`config.mk`:
```
export PLATFORM = sky130hd
export DESIGN_NAME = fhpd_back
export DESIGN_NICKNAME = d
export VERILOG_FILES = /design/src/rtl/core/fhpd_pkg.sv /design/src/rtl/core/fhpd_back.sv
export SDC_FILE = /design/constraint.sdc
export NUM_CORES = 1
export LEC_CHECK = 0
export ABC_CLOCK_PERIOD_IN_PS = 41200
export BUFFER_PORTS_ARGS = -buffer_cell sky130_fd_sc_hd__buf_2
export CAP_MARGIN = 10
export CORE_AREA = 2 2 220 222
export CTS_BUF_LIST = sky130_fd_sc_hd__clkbuf_8 sky130_fd_sc_hd__clkbuf_16
export CTS_CLUSTER_SIZE = 16
export DETAILED_ROUTE_END_ITERATION = 8
export DIE_AREA = 0 0 222 224
export GPL_TIMING_DRIVEN = 0
export PLACE_DENSITY = 0.69
export SYNTH_ARGS = -nofsm -noshare
export SYNTH_HDL_FRONTEND = slang
export SYNTH_SLANG_ARGS = --single-unit
```
`constraint.sdc`:
```
create_clock -name clock -period 41.2 [get_ports clock]
set_input_delay 2.06 -clock clock [delete_from_list [all_inputs] [get_ports clock]]
set_output_delay 2.06 -clock clock [all_outputs]
set_load 0.005 [all_outputs]
```
`src/rtl/core/fhpd_pkg.sv`:
```
package fhpd_pkg;

   localparam int TYPE_BYTES      = 1;
   localparam int RES_TWO_BYTES   = 1;
   localparam int MAX_FRAME_BYTES = 8192;
   localparam int CRC_BYTES       = 4;
   localparam int POS_W           = $clog2(MAX_FRAME_BYTES);
   localparam int QDEPTH          = 2;

   localparam logic [7:0] KIND_AGG = 8'd8;
   localparam logic [7:0] KIND_NAV_A = 8'd4;
   localparam logic [7:0] KIND_NAV_B = 8'd5;
   localparam logic [7:0] KIND_PLAIN_MAX = 8'd5;

   localparam logic [2:0] CSR_INDEX   = 3'd0;
   localparam logic [2:0] CSR_DEST    = 3'd1;
   localparam logic [2:0] CSR_SRC     = 3'd2;
   localparam logic [2:0] CSR_NTRANS  = 3'd3;
   localparam logic [2:0] CSR_RESONE  = 3'd4;
   localparam logic [2:0] CSR_PAYLEN  = 3'd5;
   localparam logic [2:0] CSR_SELF    = 3'd6;
   localparam logic [2:0] CSR_OWN     = 3'd7;

   typedef enum logic [1:0] {
      MODE_IDLE, MODE_PLAIN, MODE_AGG, MODE_DROP
   } mode_type;

   typedef struct packed {
      logic [7:0]  kind;
      logic [31:0] index;
      logic [31:0] dest;
      logic [31:0] source;
      logic [31:0] ntrans;
      logic [31:0] res_one;
      logic [31:0] res_two;
      logic [31:0] paylen;
      logic [5:0]  hdr_len;
      logic [31:0] nav;
      logic [10:0] sub_number;
      logic        is_sub;
   } result_type;

   function automatic logic [2:0] clamp4(input logic [2:0] v);
      return (v > 3'd4) ? 3'd4 : v;
   endfunction

endpackage

```
`src/rtl/core/fhpd_back.sv`:
```
module fhpd_back
   import fhpd_pkg::*;
(
   input  logic       clock,
   input  logic       reset,
   input  logic       push,
   input  result_type push_data,
   output logic       full,
   output logic       out_valid,
   input  logic       out_stall,
   output result_type out_data
);

   result_type       mem_ff [QDEPTH];
   logic             wp_ff, rp_ff;
   logic [1:0]       cnt_ff;
   logic             pop;

   assign pop = out_valid && !out_stall;
   assign out_valid = (cnt_ff != 2'd0);
   assign full = (cnt_ff == 2'(QDEPTH));
   assign out_data = mem_ff[rp_ff];

   always_ff @(posedge clock) begin
      if (push) mem_ff[wp_ff] <= push_data;
   end

   always_ff @(posedge clock) begin
      if (reset) begin
         wp_ff <= 1'b0; rp_ff <= 1'b0; cnt_ff <= '0;
      end else begin
         if (push) wp_ff <= ~wp_ff;
         if (pop) rp_ff <= ~rp_ff;
         cnt_ff <= cnt_ff + 2'(push) - 2'(pop);
      end
   end

`ifndef SYNTHESIS
   a_no_overflow: assert property (@(posedge clock) disable iff (reset)
      full |-> !push) else $error("queue overflow");
   a_cnt_range: assert property (@(posedge clock) disable iff (reset)
      cnt_ff <= 2'(QDEPTH)) else $error("queue count out of range");
   a_pop_moves: assert property (@(posedge clock) disable iff (reset)
      (pop && !push) |=> cnt_ff == $past(cnt_ff) - 2'd1) else $error("pop lost");
`endif

endmodule

```
# Yosys cells after proc, flatten, opt, wreduce, memory -nomap -nowiden
# Memory sizes are Yosys's and may differ from the RTL's. A register that Yosys moved wholly into a read port is not among the register bits.
# Cells that the tools add are included.
# Widths: inputs -> output; s select.
dict set report classes {
  muxes 4
  reduce_logical 3
  eq_ne 1
  addsub 2
  n_bitwise 2
}
# cell n
set op_table {}
lappend op_table {{$mux 1} 4}
lappend op_table {{$add 2x1->2} 1}
lappend op_table {{$eq 2x2->1 const B} 1}
lappend op_table {{$not 1->1} 2}
lappend op_table {{$reduce_bool 2->1} 1}
lappend op_table {{$sub 2x1->2} 1}
lappend op_table {{$logic_and 1x1->1} 1}
lappend op_table {{$logic_not 1->1} 1}
dict set report totals {
  reg_bits 4
  wordCells 16
  output_inout_bits 284
  mem_bits_rw 564
  n_memories 1
}
# name depth word_bits rd rd_clocked_by_memory_dff write_ports line_no
set memory_table {}
lappend memory_table {mem_ff 2 282 1 1 1 fhpd_back.sv:14} ;# result_type mem_ff [QDEPTH];

# Depth between registers and ports, before layout
dict set report logic_depth {
  depth_word 4
  depth_mapped 6
}

# Worst setup path after synthesis
# Ideal clock, no wire load.
dict set report synth_path {
  kind {input-to-reg}
  startpoint {input port push}
  endpoint {memory mem_ff[0][0] (netlist name) (enable)}
  cell_stages 1
  path_buffers 0
  arrival_time_ns 14.186
  slack_ns 26.049
  cell_sequence {nor2b_1}
}
dict set report synth_between {
  elab_chain_len 2
}
# element line_no
set synth_lines {}
lappend synth_lines {{from (decl)} fhpd_back.sv:6} ;# input logic push,
lappend synth_lines {{$mux 1} fhpd_back.sv:25} ;# if (push) mem_ff[wp_ff] <= push_data;
lappend synth_lines {{$mux 1 (not written as such)} fhpd_back.sv:25}
lappend synth_lines {{to (decl)} fhpd_back.sv:14}
# No other way between the ends.

==> impl_metrics.ini <==
[yosys]
synth.distinct_cells = 14
synth_top_area_share_pct = 81.5
synth-edff-count = 564
yosysMostFrequentCell = edfxtp_1
synth.area.top_cells = edfxtp_1 (82%), mux2_2 (15%), clkbuf_8 (1.8%)
yosys_warnings = 0
syn_inst = 900
yosysTopAreaCell = edfxtp_1
synth-main-ff-cell = edfxtp_1
async_flop_share_pct = 0
synth_area_per_cell_um2 = 23.1
synth_common_cells = edfxtp_1 (564), mux2_2 (284), clkbuf_8 (27), dfxtp_1 (5)
syn-num-nets = 1188
ys_seq_area_share_pct = 82.0
synth_seq_cells = 569
syn_area_mm2 = 0.0208

[timing]
finalCriticalPeriod_ns = 4.06
tightest_slew_ns = 0.703
hold_viol = 0
finalCritPeriodShare_pct = 9.84
setup_viol = 0
finalSetupTns_ns = 0
slew_headroom_pct = 53.2
fmaxAchievable_ghz = 0.247
rsz0062_at_grt = false
drv_slew = 0
skew_ns = 0.00841

[cts]
tritoncts = yes
ctsHoldBuffers = 0
clkTransAtPathRegs_ns = 0.06
cts_inserted_buffers = 56
numClockSinks = 569
ctsRootBufferMaster = clkbuf_16
h-tree-depth = 2
clock_latency_ns = 0.58
ctsResizeCount = 0
cts_setup_buffers = 0
cts_buffer_depth = 3

[hold_path]
hp-start = wp_ff
hold_class = reg -> reg

[layout]
final_layout_size_suffix_gt1_share_pct = 61.8
nets = 1830
synthToLayoutAreaGrowth_pct = 28.0
fillerInstances = 3700
stdcell_area_mm2 = 0.0266

[grt]
grt_pass1_vias = 11400
grt_pass1_wl_um = 66800
grt_use_total_pct = 17.8
grt_max_degree = 66
overflow = 0
antenna_found_initial = 16

[run_status]
status = completed

[pwr]
powerDensity_mw_per_mm2 = 54.8
vdd_drop_max_mv = 0.0418
p_leak_nw = 9.97

[placed_design]
gp_congestion = 0.801
io_buffer_count = 569
post_dp_cell_area_mm2 = 0.0247
place_hpwl_um = 32700

[floorplan]
initial_core_util_pct = 43.9
die_h_um = 224
die_w_um = 222
io_pins = 570
dieArea_mm2 = 0.0497
coreArea_mm2 = 0.0473
row_count = 80

[route]
vias = 10900
viasPerCell = 4.92
firstDrtPassIters = 6
routed_wl_um = 46100
initialDrtViolationCount = 587
avgRoutedWirePerCell_um = 20.8
drc = 0
ant_nets = 0

[setup_path]
cp_max_fo = 10
startpoint_type = flop
cp-end-kind = output pin
worst_ep_required_time_ns = 39.14
arrival_ns = 2.00
path_class = reg -> out
r2r_start = wp_ff

[job]
maxCapViolCount = 0
per-layer routing:
metal  up-vias  wire, um  global-route usage [%]
met5         -        72                       0
met4        12      1490                    7.76
met3       101      4220                    6.61
met2       424     24000                    31.3
li1       4916         -                       -
met1      5423     16300                    19.4
cells by family (layout without fill, tap and decap cells):
family / Yosys count / after routing / share of synthesized area [%]
simple gates: 9 / 9 / 0.235
compound gates: 1 / 1 / 0.0482
flops: 569 / 569 / 82.0
fa+ha+maj: 2 / 2 / 0.120
other cells: 0 / 11 / 0
buf+inv: 33 / 719 / 2.04
xor+xnor: 2 / 2 / 0.151
mux: 284 / 284 / 15.4
cell usage in the layout, fill, tap and decap left out, types with 2 or more instances in the layout:
cell / synthesis / final
buf_12: 0 / 9
buf_16: 0 / 6
buf_2: 0 / 569
buf_6: 4 / 4
bufinv_16: 0 / 7
clkbuf_16: 0 / 57
clkbuf_8: 27 / 27
clkinv_1: 0 / 14
clkinv_2: 0 / 8
clkinvlp_4: 0 / 4
dfxtp_1: 5 / 5
diode_2: 0 / 11
edfxtp_1: 564 / 564
ha_1: 2 / 2
inv_1: 2 / 13
mux2_2: 284 / 284
nor2_1: 3 / 3
nor2b_1: 4 / 3
through the flow:
stage	power, mW	instances	worst slack [ns]	hold WS, ns	utilization (%)
2_1_floorplan	0.862	900	26.05	0.496	-
3_3_place_gp	0.987	2084	18.68	0.515	51.5
3_5_place_dp	0.976	2099	37.08	0.599	52.3
4_1_cts	1.48	2201	37.05	0.608	56.1
5_1_grt	1.51	2211	37.04	0.632	56.1
6_report	1.46	2212	37.14	0.602	56.1
final timing paths:
path                        end  slack (ns)  cells after the start
setup / recovery  out_data[142]       37.14                      4
hold reg to reg           wp_ff        0.60                      2
hold / removal            wp_ff        0.60                      2
setup reg to reg   mem_ff[1][9]       38.95                      3
critical path, cell delays in order, from the launching register on:
cell and delay, ns:
dfxtp_1 0.39, buf_6 0.25, clkbuf_8 0.25, mux2_2 0.35
buf_2 0.15
power breakdown:
group / switching (mW) / internal, mW / leakage [nW]
Clock: 0.204 / 0.293 / 0.918
Sequential: 0.00825 / 0.677 / 5.33
Combinational: 0.129 / 0.146 / 3.71
layout make-up:
| cell class | count | area [um2] | area share, % |
|---|---|---|---|
| Timing Repair Buffer | 584 | 3190 | 12.0 |
| Inverter | 2 | 7.51 | 0.0282 |
| Buffer | 31 | 417 | 1.57 |
| Sequential cell | 569 | 17000 | 64.1 |
| Antenna cell | 11 | 27.5 | 0.104 |
| Tap cell | 615 | 769 | 2.89 |
| Clock buffer | 57 | 1430 | 5.37 |
| Clock inverter | 45 | 383 | 1.44 |
| Multi-Input combinational cell | 298 | 3320 | 12.5 |
flip-flops by register name (all words and copies together) (netlist names), named ones only:
signal / flops
mem_ff: 564
cnt_ff: 2
wp_ff: 1
rp_ff: 1
Power figures use the tool's default switching activity.
